--- src/rtl/mbwc_pkg.sv ---
// ----------------------------------------------------------------------------
// mbwc_pkg: shared types and constants of the multibyte to wide char decoder
// Holds encoding codes, status codes, lead byte values and the sequence state.
// ----------------------------------------------------------------------------
package mbwc_pkg;

  // Encoding register codes (5..7 behave as Latin-1)
  localparam logic [2:0] ENC_EUC_JP = 3'd0;
  localparam logic [2:0] ENC_EUC_CN = 3'd1;
  localparam logic [2:0] ENC_EUC_TW = 3'd2;
  localparam logic [2:0] ENC_UTF8   = 3'd3;
  localparam logic [2:0] ENC_LATIN1 = 3'd4;

  // Result status codes
  localparam logic [1:0] ST_OK        = 2'd0;
  localparam logic [1:0] ST_TRUNCATED = 2'd1;
  localparam logic [1:0] ST_INVALID   = 2'd2;

  // EUC single shift lead bytes
  localparam logic [7:0] LEAD_SS2 = 8'h8e;
  localparam logic [7:0] LEAD_SS3 = 8'h8f;

  // Kind of the sequence in progress
  typedef enum logic [2:0] {
    KIND_NONE   = 3'd0,
    KIND_JP_SS2 = 3'd1,
    KIND_CN_SS2 = 3'd2,
    KIND_TW_SS2 = 3'd3,
    KIND_SS3    = 3'd4,
    KIND_HIGH   = 3'd5,
    KIND_UTF2   = 3'd6,
    KIND_UTF3   = 3'd7
  } kind_e;

  // Sequence state carried between bytes
  typedef struct packed {
    logic [23:0] gathered;
    logic [1:0]  left;
    kind_e       kind;
  } seq_state_t;

  // One result item
  typedef struct packed {
    logic [23:0] wide_char;
    logic [1:0]  status;
    logic        end_of_string;
  } result_t;

  localparam seq_state_t SEQ_IDLE = '{gathered: 24'h0, left: 2'd0, kind: KIND_NONE};

endpackage

--- src/rtl/mbwc_in_if.sv ---
// ----------------------------------------------------------------------------
// mbwc_in_if: byte input channel
// Valid/ready channel carrying one byte of the string and its last flag.
// ----------------------------------------------------------------------------
interface mbwc_in_if;
  logic       valid;
  logic       ready;
  logic [7:0] in_byte;
  logic       last_byte;

  modport source (output valid, output in_byte, output last_byte, input ready);
  modport sink   (input valid, input in_byte, input last_byte, output ready);
endinterface

--- src/rtl/mbwc_out_if.sv ---
// ----------------------------------------------------------------------------
// mbwc_out_if: wide character output channel
// Valid/ready channel carrying one decoded character with status flags.
// ----------------------------------------------------------------------------
interface mbwc_out_if;
  logic        valid;
  logic        ready;
  logic [23:0] wide_char;
  logic [1:0]  status;
  logic        end_of_string;

  modport source (output valid, output wide_char, output status, output end_of_string,
                  input ready);
  modport sink   (input valid, input wide_char, input status, input end_of_string,
                  output ready);
endinterface

--- src/rtl/mbwc_step.sv ---
// ----------------------------------------------------------------------------
// mbwc_step: next-state and result logic for one byte
// Classifies a lead byte or packs a trail byte into the sequence state.
// ----------------------------------------------------------------------------
module mbwc_step import mbwc_pkg::*; (
  input  seq_state_t  cur_i,
  input  logic [2:0]  encoding_i,
  input  logic [7:0]  in_byte_i,
  input  logic        last_i,
  output seq_state_t  nxt_o,
  output logic        emit_o,
  output result_t     res_o
);

  always_comb begin
    logic        started;
    logic [23:0] g;
    started = 1'b0;
    g       = cur_i.gathered;
    nxt_o   = cur_i;
    emit_o  = 1'b0;
    res_o   = '{wide_char: 24'h0, status: ST_OK, end_of_string: 1'b0};

    if (cur_i.left == 2'd0) begin
      // Lead byte: classify it
      if (in_byte_i == 8'h00) begin
        emit_o = 1'b1;
        res_o  = '{wide_char: 24'h0, status: ST_OK, end_of_string: 1'b1};
        nxt_o  = SEQ_IDLE;
      end else if (encoding_i inside {ENC_EUC_JP, ENC_EUC_CN, ENC_EUC_TW}) begin
        if (in_byte_i == LEAD_SS2) begin
          started        = 1'b1;
          nxt_o.gathered = 24'h0;
          case (encoding_i)
            ENC_EUC_JP: begin
              nxt_o.kind = KIND_JP_SS2;
              nxt_o.left = 2'd1;
            end
            ENC_EUC_CN: begin
              nxt_o.kind = KIND_CN_SS2;
              nxt_o.left = 2'd2;
            end
            default: begin
              nxt_o.kind = KIND_TW_SS2;
              nxt_o.left = 2'd3;
            end
          endcase
        end else if (in_byte_i == LEAD_SS3) begin
          started        = 1'b1;
          nxt_o.gathered = 24'h0;
          nxt_o.kind     = KIND_SS3;
          nxt_o.left     = 2'd2;
        end else if (in_byte_i[7]) begin
          started        = 1'b1;
          nxt_o.gathered = {8'h00, in_byte_i, 8'h00};
          nxt_o.kind     = KIND_HIGH;
          nxt_o.left     = 2'd1;
        end else begin
          emit_o = 1'b1;
          res_o  = '{wide_char: {16'h0, in_byte_i}, status: ST_OK, end_of_string: last_i};
        end
      end else if (encoding_i == ENC_UTF8) begin
        if (!in_byte_i[7]) begin
          emit_o = 1'b1;
          res_o  = '{wide_char: {16'h0, in_byte_i}, status: ST_OK, end_of_string: last_i};
        end else if (in_byte_i[7:5] == 3'b110) begin
          started        = 1'b1;
          nxt_o.gathered = {13'h0, in_byte_i[4:0], 6'h00};
          nxt_o.kind     = KIND_UTF2;
          nxt_o.left     = 2'd1;
        end else if (in_byte_i[7:5] == 3'b111) begin
          started        = 1'b1;
          nxt_o.gathered = {8'h00, in_byte_i[3:0], 12'h000};
          nxt_o.kind     = KIND_UTF3;
          nxt_o.left     = 2'd2;
        end else begin
          // Continuation byte in lead position: drop it and flag
          emit_o = 1'b1;
          res_o  = '{wide_char: 24'h0, status: ST_INVALID, end_of_string: last_i};
        end
      end else begin
        emit_o = 1'b1;
        res_o  = '{wide_char: {16'h0, in_byte_i}, status: ST_OK, end_of_string: last_i};
      end

      // String ends right after a lead byte
      if (started && last_i) begin
        emit_o = 1'b1;
        res_o  = '{wide_char: nxt_o.gathered, status: ST_TRUNCATED, end_of_string: 1'b1};
        nxt_o  = SEQ_IDLE;
      end
    end else begin
      // Trail byte: pack it by sequence kind
      case (cur_i.kind)
        KIND_JP_SS2: g = {16'h0, in_byte_i};
        KIND_CN_SS2: begin
          if (cur_i.left == 2'd2) begin
            g = {10'h0, in_byte_i[5:0], 8'h00};
          end else begin
            g = cur_i.gathered | {16'h0, in_byte_i};
          end
        end
        KIND_TW_SS2: g = {cur_i.gathered[15:0], in_byte_i};
        KIND_SS3: begin
          if (cur_i.left == 2'd2) begin
            g = {8'h00, in_byte_i, 8'h00};
          end else begin
            g = cur_i.gathered | {18'h0, in_byte_i[5:0]};
          end
        end
        KIND_HIGH: g = cur_i.gathered | {16'h0, in_byte_i};
        KIND_UTF2: g = cur_i.gathered | {18'h0, in_byte_i[5:0]};
        KIND_UTF3: begin
          if (cur_i.left == 2'd2) begin
            g = cur_i.gathered | {12'h0, in_byte_i[5:0], 6'h00};
          end else begin
            g = cur_i.gathered | {18'h0, in_byte_i[5:0]};
          end
        end
        default: g = cur_i.gathered;
      endcase
      nxt_o.gathered = g;
      nxt_o.left     = cur_i.left - 2'd1;

      if (nxt_o.left == 2'd0) begin
        emit_o = 1'b1;
        res_o  = '{wide_char: g, status: ST_OK, end_of_string: last_i};
        nxt_o  = SEQ_IDLE;
      end else if (last_i) begin
        emit_o = 1'b1;
        res_o  = '{wide_char: g, status: ST_TRUNCATED, end_of_string: 1'b1};
        nxt_o  = SEQ_IDLE;
      end
    end
  end

endmodule

--- src/rtl/multibyte_to_wide_char_decoder.sv ---
// ----------------------------------------------------------------------------
// multibyte_to_wide_char_decoder: EUC / UTF-8 / Latin-1 to wide char decoder
// Accepts one byte per transaction and produces one wide code per character.
// ----------------------------------------------------------------------------
// A character is registered and appears on the output in the cycle after the
//   transaction that completes it; bytes that complete nothing produce no output.
// Throughput: one byte per cycle, set by the single sequence state register
//   updated on every accepted byte; the output register stalls input only
//   while a held result is not taken.
// Reset: clears the sequence state, the output valid and sets encoding to 0.
module multibyte_to_wide_char_decoder import mbwc_pkg::*; (
  input  logic       clk_i,
  input  logic       rst_ni,
  input  logic       cfg_we_i,
  input  logic [2:0] cfg_wdata_i,
  mbwc_in_if.sink    byte_i,
  mbwc_out_if.source char_o
);

  logic [2:0] encoding_q;
  seq_state_t state_q;
  seq_state_t state_d;
  logic       out_valid_q;
  result_t    out_q;
  logic       emit;
  result_t    res;
  logic       in_acc;

  // Take a byte whenever the output register is free or being drained
  assign byte_i.ready = !out_valid_q || char_o.ready;
  assign in_acc       = byte_i.valid && byte_i.ready;

  mbwc_step u_step (
    .cur_i      (state_q),
    .encoding_i (encoding_q),
    .in_byte_i  (byte_i.in_byte),
    .last_i     (byte_i.last_byte),
    .nxt_o      (state_d),
    .emit_o     (emit),
    .res_o      (res)
  );

  // Hold the encoding register
  always_ff @(posedge clk_i or negedge rst_ni) begin
    if (!rst_ni) begin
      encoding_q <= ENC_EUC_JP;
    end else if (cfg_we_i) begin
      encoding_q <= cfg_wdata_i;
    end
  end

  // Advance the sequence state on each accepted transaction
  always_ff @(posedge clk_i or negedge rst_ni) begin
    if (!rst_ni) begin
      state_q <= SEQ_IDLE;
    end else if (in_acc) begin
      state_q <= state_d;
    end
  end

  // Output valid: set by a result, drop when taken
  always_ff @(posedge clk_i or negedge rst_ni) begin
    if (!rst_ni) begin
      out_valid_q <= 1'b0;
    end else if (in_acc && emit) begin
      out_valid_q <= 1'b1;
    end else if (char_o.ready) begin
      out_valid_q <= 1'b0;
    end
  end

  // Output payload
  always_ff @(posedge clk_i) begin
    if (in_acc && emit) begin
      out_q <= res;
    end
  end

  assign char_o.valid         = out_valid_q;
  assign char_o.wide_char     = out_q.wide_char;
  assign char_o.status        = out_q.status;
  assign char_o.end_of_string = out_q.end_of_string;

  // Idle sequence state carries no leftover bits or kind
  assert property (@(posedge clk_i) disable iff (!rst_ni)
    (state_q.left == 2'd0) |-> (state_q.gathered == 24'h0 && state_q.kind == KIND_NONE))
    else $error("idle sequence state not cleared");

  // A result that closes the string leaves the decoder awaiting a lead byte
  assert property (@(posedge clk_i) disable iff (!rst_ni)
    (in_acc && emit && res.end_of_string) |=> (state_q.left == 2'd0))
    else $error("sequence still open after end of string");

  // A truncated result always closes the string
  assert property (@(posedge clk_i) disable iff (!rst_ni)
    (out_valid_q && out_q.status == ST_TRUNCATED) |-> out_q.end_of_string)
    else $error("truncated status without end of string");

  // A stalled output must not be overwritten
  assert property (@(posedge clk_i) disable iff (!rst_ni)
    (out_valid_q && !char_o.ready) |-> !in_acc)
    else $error("input accepted while output stalled");

endmodule

--- src/flat_wrapper.sv ---
// flat-port wrapper written by rule: the top's interface ports become plain ports
module multibyte_to_wide_char_decoder_flat import mbwc_pkg::*;
  (clk_i, rst_ni, cfg_we_i, cfg_wdata_i, byte_i_valid, byte_i_in_byte, byte_i_last_byte, byte_i_ready, char_o_valid, char_o_wide_char, char_o_status, char_o_end_of_string, char_o_ready);
  mbwc_in_if byte_i_i ();
  mbwc_out_if char_o_i ();
  input  logic clk_i;
  input  logic rst_ni;
  input  logic cfg_we_i;
  input  logic [2:0] cfg_wdata_i;
  input wire logic [$bits(byte_i_i.valid)-1:0] byte_i_valid;
  input wire logic [$bits(byte_i_i.in_byte)-1:0] byte_i_in_byte;
  input wire logic [$bits(byte_i_i.last_byte)-1:0] byte_i_last_byte;
  output wire logic [$bits(byte_i_i.ready)-1:0] byte_i_ready;
  output wire logic [$bits(char_o_i.valid)-1:0] char_o_valid;
  output wire logic [$bits(char_o_i.wide_char)-1:0] char_o_wide_char;
  output wire logic [$bits(char_o_i.status)-1:0] char_o_status;
  output wire logic [$bits(char_o_i.end_of_string)-1:0] char_o_end_of_string;
  input wire logic [$bits(char_o_i.ready)-1:0] char_o_ready;
  assign byte_i_i.valid = byte_i_valid;
  assign byte_i_i.in_byte = byte_i_in_byte;
  assign byte_i_i.last_byte = byte_i_last_byte;
  assign byte_i_ready = byte_i_i.ready;
  assign char_o_valid = char_o_i.valid;
  assign char_o_wide_char = char_o_i.wide_char;
  assign char_o_status = char_o_i.status;
  assign char_o_end_of_string = char_o_i.end_of_string;
  assign char_o_i.ready = char_o_ready;
  multibyte_to_wide_char_decoder u_core (.clk_i(clk_i), .rst_ni(rst_ni), .cfg_we_i(cfg_we_i), .cfg_wdata_i(cfg_wdata_i), .byte_i(byte_i_i), .char_o(char_o_i));
endmodule
--- config.mk ---
export PLATFORM = sky130hd
export DESIGN_NAME = multibyte_to_wide_char_decoder_flat
export DESIGN_NICKNAME = d
export VERILOG_FILES = /design/src/rtl/mbwc_pkg.sv /design/src/rtl/mbwc_in_if.sv /design/src/rtl/mbwc_out_if.sv /design/src/rtl/mbwc_step.sv /design/src/rtl/multibyte_to_wide_char_decoder.sv /design/src/flat_wrapper.sv
export SDC_FILE = /design/constraint.sdc
export NUM_CORES = 1
export LEC_CHECK = 0
export BUFFER_PORTS_ARGS = -buffer_cell sky130_fd_sc_hd__buf_2
export CAP_MARGIN = 0
export CORE_MARGIN = 2
export CORE_UTILIZATION = 63
export CTS_BUF_LIST = sky130_fd_sc_hd__clkbuf_4 sky130_fd_sc_hd__clkbuf_8 sky130_fd_sc_hd__clkbuf_16
export DETAILED_ROUTE_END_ITERATION = 6
export PLACE_DENSITY = 0.93
export SLEW_MARGIN = 40
export SYNTH_ARGS = -nofsm -noshare
export SYNTH_HDL_FRONTEND = slang
export SYNTH_SLANG_ARGS = --single-unit
--- constraint.sdc ---
create_clock -name clk_i -period 9.8 [get_ports clk_i]
set_clock_uncertainty 0.1 [all_clocks]
set_input_delay 0 -clock clk_i [delete_from_list [all_inputs] [get_ports clk_i]]
set_output_delay 0 -clock clk_i [all_outputs]
set_load 0.05 [all_outputs]
== Yosys cells after proc, flatten, opt, wreduce, memory -nomap -nowiden ==
Cells that the tools add are included.

* Flip-flop bits (word level): 60
* Input port bits: 17
* Output and inout bits: 29
* Word-level logic and storage cells: 101

* Add/sub/neg operators: 1
* Eq/ne operators: 19
* Mux-type cells: 56
* Bitwise operators: 3
* Reduce and logical (&&, ||, !) cells: 14

{| class="wikitable"
|+ Operators by type and width
! cell !! count
|-
| $mux W29 || 13
|-
| $mux W27 || 7
|-
| $pmux W24 S7 || 1
|-
| $mux W24 || 3
|-
| $mux W10 || 4
|-
| $mux W1 || 25
|-
| $or A24 B12 Y24 || 1
|-
| $or A24 B6 Y24 || 1
|-
| $or A24 B8 Y24 || 1
|-
| $eq A3 B3 Y1 const B || 6
|-
| $eq A8 B8 Y1 const B || 2
|-
| $eq A3 B2 Y1 const B || 4
|-
| $pmux W5 S2 || 1
|-
| $logic_not A8 Y1 || 1
|-
| $eq A3 B1 Y1 const B || 2
|-
| $mux W3 || 2
|-
| $ne A6 B1 Y1 const B || 1
|-
| $ne A6 B2 Y1 const B || 1
|-
| $reduce_and A6 Y1 || 1
|-
| $reduce_bool A3 Y1 || 2
|-
| $ne A5 B1 Y1 const B || 1
|-
| $ne A5 B2 Y1 const B || 1
|-
| $reduce_and A5 Y1 || 1
|-
| $logic_not A2 Y1 || 2
|-
| other kinds (7) || 9
|}

== Logic depth before layout (Yosys ltp) ==
Gate-level depths: netlist of the first run.

* Depth in word-level cells: 13
* Depth in mapped cells: 8
* Depth with buffers taken out: 7

== By module ==
From an unflattened synthesis of the first run, not the netlist that was laid out.

* Cell total of the unflattened synthesis: 405
* Area total of the unflattened synthesis: 4,002.6 um^2

{| class="wikitable"
|+ Modules (own cells, without submodules)
! module !! times used !! cells an instance !! area an instance (um^2) !! sequential area each (um^2)
|-
| multibyte_to_wide_char_decoder || 1 || 100 || 2,095.8 || 1,636.6
|-
| mbwc_step || 1 || 305 || 1,906.8 || 0.0
|}

== Least setup slack after synthesis of the first run ==
Ideal clock, no wire load.

* Path kind: register to register
* Start point: reg u_core.out_valid_q (netlist: u_core.char_o.valid)
* End point: reg u_core.out_q (netlist bit u_core.char_o.end_of_string) (enable)
* Library setup time: 445 ps
* Arrival time: 3,505 ps
* Required time: 9,255 ps
* Path slack: 5,750 ps
* Cell stages (with the launch flop): 5
* Buffers on the path: 1
* Period minus slack after synthesis: 4,050 ps
* Path through: dfrtp_1 nand2b_1 nand2_1 clkbuf_1 nor3_1

* Cells in the longest elaborated chain, start to end: 4

{| class="wikitable"
|+ RTL lines
! what !! RTL line !! text
|-
| start: declaration || multibyte_to_wide_char_decoder.sv:23 || <nowiki>logic out_valid_q;</nowiki>
|-
| start signal: assignment || multibyte_to_wide_char_decoder.sv:64 || <nowiki>out_valid_q <= 1'b0;</nowiki>
|-
| start signal: assignment || multibyte_to_wide_char_decoder.sv:66 || <nowiki>out_valid_q <= 1'b1;</nowiki>
|-
| start signal: assignment || multibyte_to_wide_char_decoder.sv:68 || <nowiki>out_valid_q <= 1'b0;</nowiki>
|-
| $logic_not A1 Y1 || multibyte_to_wide_char_decoder.sv:30 || <nowiki>assign byte_i.ready = !out_valid_q || char_o.ready;</nowiki>
|-
| $logic_or A1 B1 Y1 || multibyte_to_wide_char_decoder.sv:30 ||
|-
| named net byte_i_ready || flat_wrapper.sv:13 || <nowiki>output wire logic [$bits(byte_i_i.ready)-1:0] byte_i_ready;</nowiki>
|-
| $logic_and A1 B1 Y1 || multibyte_to_wide_char_decoder.sv:31 || <nowiki>assign in_acc = byte_i.valid && byte_i.ready;</nowiki>
|-
| $logic_and A1 B1 Y1 || multibyte_to_wide_char_decoder.sv:74 || <nowiki>if (in_acc && emit) begin</nowiki>
|-
| end signal: assignment || multibyte_to_wide_char_decoder.sv:75 || <nowiki>out_q <= res;</nowiki>
|-
| end: declaration || multibyte_to_wide_char_decoder.sv:24 || <nowiki>result_t out_q;</nowiki>
|}

The timed path passes the listed nets, and every way through them passes these cells.
A chain may end at the register's enable or synchronous reset.

== Worst setup path in the final report of the first run ==
* Start point: reg u_core.encoding_q[2]
* End point: reg u_core.out_valid_q (netlist: u_core.char_o.valid)

* Cells in the longest elaborated chain, start to end: 10
* Elaborated cells between the ends (all ways): 18
* Those cells by class: 3 x eq/ne; 10 x mux; 5 x reduce/logical

{| class="wikitable"
|+ RTL lines
! what !! RTL line !! text
|-
| start: declaration || multibyte_to_wide_char_decoder.sv:20 || <nowiki>logic [2:0] encoding_q;</nowiki>
|-
| start signal: assignment || multibyte_to_wide_char_decoder.sv:48 || <nowiki>encoding_q <= cfg_wdata_i;</nowiki>
|-
| $eq A3 B1 Y1 (tied with other cells) || mbwc_step.sv:30 || <nowiki>end else if (encoding_i inside {ENC_EUC_JP, ENC_EUC_CN, ENC_EUC_TW}) begin</nowiki>
|-
| $reduce_bool A3 Y1 or $mux W1 (tied branches) || mbwc_step.sv:30, mbwc_step.sv:62 ||
|-
| $mux W1 || mbwc_step.sv:30 ||
|-
| $mux W1 || mbwc_step.sv:26 || <nowiki>if (in_byte_i == 8'h00) begin</nowiki>
|-
| $mux W1 || mbwc_step.sv:24 || <nowiki>if (cur_i.left == 2'd0) begin</nowiki>
|-
| $logic_and A1 B1 Y1 || mbwc_step.sv:87 || <nowiki>if (started && last_i) begin</nowiki>
|-
| $mux W1 * || mbwc_step.sv:87 ||
|-
| $mux W1 * || mbwc_step.sv:24 ||
|-
| $logic_and A1 B1 Y1 * || multibyte_to_wide_char_decoder.sv:65 || <nowiki>end else if (in_acc && emit) begin</nowiki>
|-
| $mux W1 or $reduce_bool A2 Y1 (tied branches) || - ||
|}

Mark *: on every way between the ends. The rest lies on a longest branch, timed or not. The select of a mux whose other input is x is not followed.

==> flow_summary.yaml, run 1 <==
floorplanning:
  fp.dieH_um: 80.2
  io_pins: 46
  coreArea_sq_um: 5540
  initial_core_util_pct: 65.9
  rows: 27
  die_width_um: 80.2
  die-area_sq_um: 6420
global_routing:
  grtUsageTotal_pct: 35.6
  grt_max_degree: 34
  grt_pass1_vias: 3527
  grt_pass1_wl_um: 17300
  antenna_found_initial: 0
  grt-ovfl-total: 0
cells_and_area:
  nFillCells: 385
  area_growth_pct: 14.7
  drive_gt1_share_pct: 19.1
  n_antenna_cell: 0
  nets: 444
logic_synthesis:
  synth_warnings: 0
  synth_seq_area_share_pct: 44.8
  synthArstFlopShare_pct: 55.0
  synthCells: 390
  synth-edff-count: 27
  ys_top_cells_by_count: "nand2_1 (42), dfrtp_1 (33), o21ai_0 (30), nor2_1 (29), edfxtp_1 (27)"
  synth_top_area_share_pct: 22.6
  ys_types: 66
  ys_ff_latch: 60
  yosysTopAreaCell: "dfrtp_1"
  ys.flop_type: "dfrtp_1"
  syn_avg_cell_area_sq_um: 9.37
  synthesis.nets: 410
  syn_area_sq_um: 3650
  synth.most_common_cell: "nand2_1"
  ys_top_cells_by_area: "dfrtp_1 (23%), edfxtp_1 (22%), nand2_1 (4.3%)"
cts:
  cts-root-buf: "clkbuf_8"
  clock_sinks: 60
  clk_latency_ns: 0.36
  clk_pin_slew_worst_paths_ns: 0.08
  cts_tree: "built"
  cts_htree_levels: 3
  cts_buffers: 9
  clk_path_buf_depth: 2
critical_path:
  critPathRequiredTime_ns: 9.94
  critPathMaxFanout: 12
  critical_path.top_delay_family: "simple AND/OR/NAND/NOR gates"
  cp_cell_sequence: "nor2b_1 -> o21ai_1 -> nor3b_1 -> o21ai_0 -> dlygate4sd3_1"
  slowest_delay_ns: 0.66
  end_kind: "flop"
  slowest_stage: "nor2b_1"
  cp-start-kind: "flop"
  crit_buf_inv: 1
  arrival_ns: 3.14
  critPathKind: "reg -> reg"
drt:
  ant_nets: 0
  top_layer: "met4"
  met3_length_um: 1400
  route.detailed.drc: 31
  wl_um: 11200
  via_count: 3687
  dr.pass1.iters: 7
  wl_met2_um: 5100
  vias_per_cell: 7.36
  first_iter_violations: 712
  avgRoutedWirePerCell_um: 22.4
  wl_met1_um: 4050
power_and_ir_drop:
  power_density_nw_per_um2: 294
  leakagePower_uw: 0.00171
  vdd_drop_max_v: 0.000178
timing:
  max_slew_margin_pct: 43.7
  slew_violations: 0
  tightest_slew_ns: 0.843
  period_needed_ns: 3.00
  fmax_ghz: 0.334
  finalCritPeriodShare_pct: 30.6
  rsz0062_at_grt: "false"
  hold_viol_final: 0
  timing.final.ws_setup_ns: 6.80
  setup_viol: 0
  final.setup.tns_ns: 0
status:
  violations: "DRC"
  status: "finished, violations left"
place:
  io_buffers: 45
  routabilityCongestion: 1.01
  dp_slack_ns: 6.83
  dp_hpwl_um: 7080
worst_hold_path:
  hold_path_class: "in -> async"
run:
  max_cap_viol_count: 0
## where the power goes
part	internal (uW)	switching, uW	leakage [uW]
Sequential	336	84.9	0.000700
Combinational	181	369	0.000908
Clock	149	110	0.000105
Total	666	564	0.00171
## per-layer routing
layer | global-route usage (%) | vias up
li1 | - | 1548
met1 | 43.9 | 1666
met2 | 55.3 | 378
met3 | 8.65 | 95
met4 | 23.6 | 0
met5 | 0 | -
## timing repair
item / 4_1_cts / 5_1_grt
hold buffers: 12 / 0
setup buffers: 0 / 0
endpoints found under the hold margin: 40 / 0
gates resized for setup: 0 / 0
## state kept, by name, summed over array words and instances, names as in the netlist
signal and count:
u_core.state_q 29, u_core.char_o.wide_char 24, u_core.encoding_q 3, u_core.char_o.status 2
u_core.char_o.end_of_string 1, u_core.char_o.valid 1
## placed cells by master, fill, tap and decap left out, drive strengths merged, types with 9 or more instances in the layout
master and n:
nand3 9, o21ai 30, edfxtp 27, dfrtp 33, dlygate4sd3 12, clkbuf 10
a21o 13, nor2 29, buf 47, o22ai 12, a21oi 25, nand2 42
a22oi 10
## final timing paths
kind                            slack (ns)  cells past startpoint                        startpoint                              endpoint
worst max-delay path                  6.80                      5  u_core.encoding_q[2]$_DFFE_PN0P_       u_core.char_o.valid$_DFFE_PN0P_
worst min-delay path                  0.03                      2                            rst_ni        u_core.state_q[18]$_DFFE_PN0P_
worst max register to register        6.80                      5  u_core.encoding_q[2]$_DFFE_PN0P_       u_core.char_o.valid$_DFFE_PN0P_
worst min register to register        0.42                      1    u_core.state_q[21]$_DFFE_PN0P_        u_core.state_q[21]$_DFFE_PN0P_
max in group asynchronous             9.24                      2                            rst_ni        u_core.state_q[12]$_DFFE_PN0P_
min in group clk_i                    0.03                      3                 byte_i_in_byte[2]  u_core.char_o.wide_char[2]$_DFFE_PP_
## cells by family after synthesis
kind of cell	after synthesis	synth area share, %
DFF	60	44.8
muxes	7	2.05
and+or+nand+nor	126	17.5
buffers and inverters	44	5.10
xor gates and xnor gates	2	0.480
AOI/OAI and AO/OA	148	29.0
adders and majority gates	3	1.03
## layout make-up
class                   instances  area, sq um  share of cell area, %
flip-flops and latches         60         1640                   39.1
inverters                       8         30.0                  0.717
well taps                      72         90.1                   2.15
clock buffers                  10          138                   3.29
repair buffers                 59          363                   8.66
multi-input cells             286         1840                   44.0
clock inverters                 6         87.6                   2.09
## per-stage QoR
step / area [sq um] / hold WS (ns) / utilization (%) / total power [uW] / instances
floorplan: 3650 / -0.396 / - / 809 / 390
global placement: 3830 / 0.0134 / 69.2 / 912 / 473
detailed placement: 3840 / 0.0303 / 69.2 / 938 / 473
CTS: 4180 / 0.00722 / 75.5 / 1200 / 501
global route: 4190 / 0.0769 / 75.6 / 1270 / 501
finish: 4190 / 0.0327 / 75.6 / 1230 / 501
No activity file was read; power rests on OpenSTA's default activity.
==> run 2, diff against run 1 <==
--- a/config.mk
+++ b/config.mk
@@ -8,10 +8,10 @@
 export BUFFER_PORTS_ARGS = -buffer_cell sky130_fd_sc_hd__buf_2
 export CAP_MARGIN = 0
 export CORE_MARGIN = 2
-export CORE_UTILIZATION = 63
+export CORE_UTILIZATION = 53
 export CTS_BUF_LIST = sky130_fd_sc_hd__clkbuf_4 sky130_fd_sc_hd__clkbuf_8 sky130_fd_sc_hd__clkbuf_16
 export DETAILED_ROUTE_END_ITERATION = 6
-export PLACE_DENSITY = 0.93
+export PLACE_DENSITY = 0.84
 export SLEW_MARGIN = 40
 export SYNTH_ARGS = -nofsm -noshare
 export SYNTH_HDL_FRONTEND = slang
==> constraint.sdc (replaced) <==
create_clock -name clk_i -period 2.49 [get_ports clk_i]
set_clock_uncertainty 0.1 [all_clocks]
set_input_delay 0 -clock clk_i [delete_from_list [all_inputs] [get_ports clk_i]]
set_output_delay 0 -clock clk_i [all_outputs]
set_load 0.05 [all_outputs]
==> run 2 against run 1 <==
- the flow now finishes without violations
- core utilization fell by 11 points
- worst hold slack worse by 0.0066 ns
- critical path depth increased by 2
- critical path type unchanged
- highest routed layer unchanged
==> flow_summary.yaml, run 2 (synthesized netlist as in run 1, its figures left out) <==
cells_and_area:
  fin_util_pct: 64.8
  nFillCells: 529
  final_common_cell: "buf_2"
  seq_area_sq_um: 1640
  top_register: "u_core.state_q"
  nets: 466
  largest_reg_flops: 29
  multiInputGateArea_sq_um: 1850
  area_growth_pct: 19.2
  n_antenna_cell: 0
  drive_gt1_share_pct: 23.3
  layout_common_cells: "buf_2 (44), nand2_1 (42), dfrtp_1 (32)"
cts:
  clock_sinks: 60
  clk_path_buf_depth: 2
  cts-root-buf: "clkbuf_8"
  cts_tree: "built"
  clk_latency_ns: 0.35
  cts_htree_levels: 3
  clk_pin_slew_worst_paths_ns: 0.08
  cts_buffers: 9
drt:
  avgRoutedWirePerCell_um: 20.9
  route.detailed.drc: 0
  via_count: 3551
  wl_um: 11100
  vias_per_cell: 6.69
  dr.pass1.iters: 5
  ant_nets: 0
  first_iter_violations: 600
place:
  dp_slack_ns: 0.250
  io_buffers: 45
  dp_hpwl_um: 7510
  routabilityCongestion: 0.982
timing:
  final.setup.tns_ns: 0
  holdWs_ns: 0.0261
  finalCritPeriodShare_pct: 94.1
  setup_viol: 0
  fmax_ghz: 0.427
  period_needed_ns: 2.34
  hold_viol_final: 0
  tightest_slew_ns: 0.689
  max_slew_margin_pct: 54.0
  rsz0062_at_grt: "false"
  slew_violations: 0
  timing.final.ws_setup_ns: 0.146
critical_path:
  critPathKind: "reg -> reg"
  r2r_cells: 7
  critPathMaxFanout: 9
  arrival_ns: 2.48
  slowest_delay_ns: 0.56
  end_kind: "flop"
  cp-start-kind: "flop"
  slowest_stage: "dlygate4sd3_1"
  cp_cell_sequence: "inv_1 -> ha_1 -> buf_4 -> or3_1 -> nand2_1 -> o21ai_0 -> dlygate4sd3_1"
  timing.rr.end: "u_core.char_o.valid$_DFFE_PN0P_"
  critPathRequiredTime_ns: 2.63
  r2r_slack_ns: 0.15
  crit_buf_inv: 3
  critical_path.top_delay_family: "buffers and inverters"
  reg2reg_from: "u_core.state_q[3]$_DFFE_PN0P_"
floorplanning:
  die-area_sq_um: 7570
  initial_core_util_pct: 54.4
  die_width_um: 87.0
  rows: 30
  coreArea_sq_um: 6720
  io_pins: 46
  fp.dieH_um: 87.0
run:
  max_cap_viol_count: 0
worst_hold_path:
  min_delay_path_depth: 3
  hold_start: "byte_i_in_byte[2]"
  hold_path_class: "in -> reg"
  min_to: "u_core.char_o.wide_char[2]$_DFFE_PP_"
power_and_ir_drop:
  vdd_drop_max_v: 0.000441
  leakagePower_uw: 0.00183
  power_density_nw_per_um2: 1100
global_routing:
  grt_pass1_wl_um: 17700
  grt_max_degree: 34
  grtUsageTotal_pct: 31.5
  antenna_found_initial: 0
  grt-ovfl-total: 0
  grt_pass1_vias: 3413
status:
  status: "finished clean"
[run 2: cell count changes in the layout (fill, tap and decap cells not counted), moves of 2 or more]
cell,before,now
buf_4,3,25
clkinvlp_4,3,0
nor3_2,2,0
clkinv_4,0,3
[run 2: area by class of cell]
class | count | area share [%]
timing repair buffer | 81 | 12.4
inverter | 8 | 0.690
clock buffer | 9 | 2.84
sequential | 60 | 37.6
multi-input combinational | 286 | 42.5
tap | 80 | 2.30
clock inverter | 7 | 1.72
[run 2: where the power goes]
group / total, uW / internal, uW / switching, uW / leakage (uW)
Combinational: 2290 / 817 / 1470 / 0.00103
Sequential: 1610 / 1320 / 286 / 0.000699
Clock: 891 / 466 / 425 / 0.000104
[run 2: layer usage]
layer | up-vias | track usage (%) | share of wire [%]
met4 | 0 | 15.2 | 4.5
met3 | 60 | 9.95 | 11
met1 | 1639 | 40.2 | 38
met2 | 255 | 48.4 | 47
met5 | - | 0 | 0
li1 | 1597 | - | -
[run 2: worst max path at each step]
stage	startpoint	to	slack, ns	cells after the start
2_1_floorplan	u_core.char_o.valid$_DFFE_PN0P_	u_core.char_o.end_of_string$_DFFE_PP_	0.07	4
3_3_place_gp	byte_i_in_byte[2]	u_core.char_o.wide_char[3]$_DFFE_PP_	0.36	7
3_5_place_dp	u_core.state_q[3]$_DFFE_PN0P_	u_core.char_o.wide_char[6]$_DFFE_PP_	0.25	8
4_1_cts	u_core.state_q[3]$_DFFE_PN0P_	u_core.char_o.valid$_DFFE_PN0P_	0.16	7
5_1_grt	u_core.state_q[3]$_DFFE_PN0P_	u_core.char_o.valid$_DFFE_PN0P_	0.05	7
6_report	u_core.state_q[3]$_DFFE_PN0P_	u_core.char_o.valid$_DFFE_PN0P_	0.15	7
[run 2: timing repair]
| action | in CTS | in global routing |
|---|---|---|
| setup buffers | 0 | 0 |
| hold buffers | 11 | 0 |
| resized for setup | 0 | 0 |
| hold endpoints to repair | 38 | 0 |
[run 2: tightest hold or removal path, cell delays in order]
cell     delay, ns
buf_2         0.22
nand2_1       0.07
o21ai_0       0.07
[run 2: through the flow]
step                cell area (sq um)  power [uW]  cells
finish                           4350        4790    531
global route                     4350        5050    531
CTS                              4350        4740    531
detailed placement               4040        3810    504
global placement                 4040        3750    504
floorplan                        3670        3190    390
==> run 3, diff against run 2 <==
--- a/config.mk
+++ b/config.mk
@@ -8,10 +8,10 @@
 export BUFFER_PORTS_ARGS = -buffer_cell sky130_fd_sc_hd__buf_2
 export CAP_MARGIN = 0
 export CORE_MARGIN = 2
-export CORE_UTILIZATION = 53
+export CORE_UTILIZATION = 58
 export CTS_BUF_LIST = sky130_fd_sc_hd__clkbuf_4 sky130_fd_sc_hd__clkbuf_8 sky130_fd_sc_hd__clkbuf_16
 export DETAILED_ROUTE_END_ITERATION = 6
-export PLACE_DENSITY = 0.84
+export PLACE_DENSITY = 0.87
 export SLEW_MARGIN = 40
 export SYNTH_ARGS = -nofsm -noshare
 export SYNTH_HDL_FRONTEND = slang
==> constraint.sdc (replaced) <==
create_clock -name clk_i -period 2.3 [get_ports clk_i]
set_clock_uncertainty 0.1 [all_clocks]
set_input_delay 0 -clock clk_i [delete_from_list [all_inputs] [get_ports clk_i]]
set_output_delay 0 -clock clk_i [all_outputs]
set_load 0.05 [all_outputs]
==> run 3 against run 2 <==
- clock-buffer cell count is the same
- global-route usage grew 0.23 points
- sequential share of layout area shrank 0.37 points
- register-to-register slack lost 0.08 ns
==> flow_summary.yaml, run 3 (synthesized netlist as in run 1, its figures left out) <==
critical_path:
  r2r_slack_ns: 0.07
  arrival_ns: 2.36
  slowest_stage: "dlygate4sd3_1"
  critical_path.top_delay_family: "buffers and inverters"
  cp-endpoint: "u_core.char_o.valid$_DFFE_PN0P_"
  cp_cell_sequence: "buf_4 -> ha_1 -> or3_1 -> nand2_1 -> o21ai_0 -> dlygate4sd3_1"
  end_kind: "flop"
  critPathMaxFanout: 7
  timing.rr.end: "u_core.char_o.valid$_DFFE_PN0P_"
  slowest_delay_ns: 0.58
  crit_buf_inv: 2
  crit_start: "u_core.state_q[3]$_DFFE_PN0P_"
  reg2reg_from: "u_core.state_q[3]$_DFFE_PN0P_"
  path_depth: 6
  cp-start-kind: "flop"
  r2r_cells: 6
  critPathKind: "reg -> reg"
  critPathRequiredTime_ns: 2.43
drt:
  wl_met1_um: 4190
  wl_met2_um: 4890
  vias_per_cell: 6.88
  met3_length_um: 1360
  ant_nets: 0
  dr.pass1.iters: 7
  route.detailed.drc: 0
  wl_um: 11000
  first_iter_violations: 657
  via_count: 3632
  avgRoutedWirePerCell_um: 20.8
  top_layer: "met4"
cells_and_area:
  largest_reg_flops: 29
  drive_gt1_share_pct: 24.7
  final_common_cell: "buf_2"
  top_register: "u_core.state_q"
  nFillCells: 439
  n_antenna_cell: 0
  final_cell_area_sq_um: 4400
  fin_util_pct: 73.4
  nets: 468
  area_growth_pct: 20.4
  layout_common_cells: "buf_2 (44), nand2_1 (41), dfrtp_1 (32)"
floorplanning:
  die-area_sq_um: 6950
  coreArea_sq_um: 5990
  initial_core_util_pct: 61.0
  fp.dieH_um: 83.4
  die_width_um: 83.4
  rows: 28
  io_pins: 46
place:
  postPlaceCellArea_sq_um: 4060
  io_buffers: 45
  routabilityCongestion: 0.975
  dp_hpwl_um: 7340
cts:
  cts-root-buf: "clkbuf_8"
  clk_pin_slew_worst_paths_ns: 0.07
  clk_path_buf_depth: 2
  cts_tree: "built"
  cts_buffers: 9
  cts_htree_levels: 3
  clock_sinks: 60
  clk_latency_ns: 0.35
status:
  status: "finished clean"
worst_hold_path:
  hold_path_class: "in -> async"
power_and_ir_drop:
  leakagePower_uw: 0.00185
  vdd_drop_max_v: 0.000754
  power_density_nw_per_um2: 1210
global_routing:
  grt_pass1_vias: 3487
  antenna_found_initial: 0
  grt-ovfl-total: 0
  grt_pass1_wl_um: 17500
  grtUsageTotal_pct: 31.7
  grt_max_degree: 34
timing:
  fmax_ghz: 0.448
  slew_violations: 0
  hold_viol_final: 0
  final.setup.tns_ns: 0
  max_slew_margin_pct: 64.7
  setup_viol: 0
  period_needed_ns: 2.23
  rsz0062_at_grt: "false"
  tightest_slew_ns: 0.528
  finalCritPeriodShare_pct: 97.1
run:
  max_cap_viol_count: 0
[run 3: area by class of cell]
class | count | area (sq um) | share of cell area [%]
tap | 75 | 93.8 | 2.13
sequential | 60 | 1640 | 37.2
multi-input combinational | 286 | 1880 | 42.8
clock buffer | 9 | 124 | 2.82
clock inverter | 7 | 91.3 | 2.08
timing repair buffer | 83 | 541 | 12.3
inverter | 8 | 30.0 | 0.683
[run 3: what timing repair did]
action | 4_1_cts | 5_1_grt
resized for setup | 0 | 1
setup endpoints to repair | 0 | 3
hold endpoints to repair | 39 | 0
buffers inserted | 0 | 1
hold buffers | 11 | 0
[run 3: routing by layer]
metal | global-route usage [%] | vias to the layer above
met2 | 47.9 | 292
met1 | 41.5 | 1681
li1 | - | 1597
met5 | 0 | -
met4 | 17.3 | 0
met3 | 8.55 | 62
[run 3: stage by stage]
step,std cells,total power (uW),worst slack [ns],hold WS [ns]
2_1_floorplan,390,3500,0.00142,-0.396
3_3_place_gp,500,4040,-0.176,0.0175
3_5_place_dp,500,4130,0.117,0.0227
4_1_cts,527,5210,0.0908,0.0283
5_1_grt,528,5570,0.00783,0.0564
6_report,528,5320,0.0670,0.0439
[run 3: power breakdown]
part	internal (uW)	switching (uW)	total (uW)
Combinational	899	1670	2570
Clock	605	457	1060
Sequential	1430	251	1680
Total	2940	2380	5320
[run 3: worst min path at each step]
stage,from,endpoint,slack (ns),cells after the start
after floorplan,rst_ni,u_core.char_o.valid$_DFFE_PN0P_,-0.40,0
after global placement,rst_ni,u_core.state_q[28]$_DFFE_PN0P_,0.02,1
after detailed placement,rst_ni,u_core.state_q[27]$_DFFE_PN0P_,0.02,1
after CTS,byte_i_in_byte[6],u_core.char_o.wide_char[6]$_DFFE_PP_,0.03,3
after global routing,byte_i_in_byte[3],u_core.char_o.wide_char[3]$_DFFE_PP_,0.06,4
final,rst_ni,u_core.state_q[17]$_DFFE_PN0P_,0.04,2
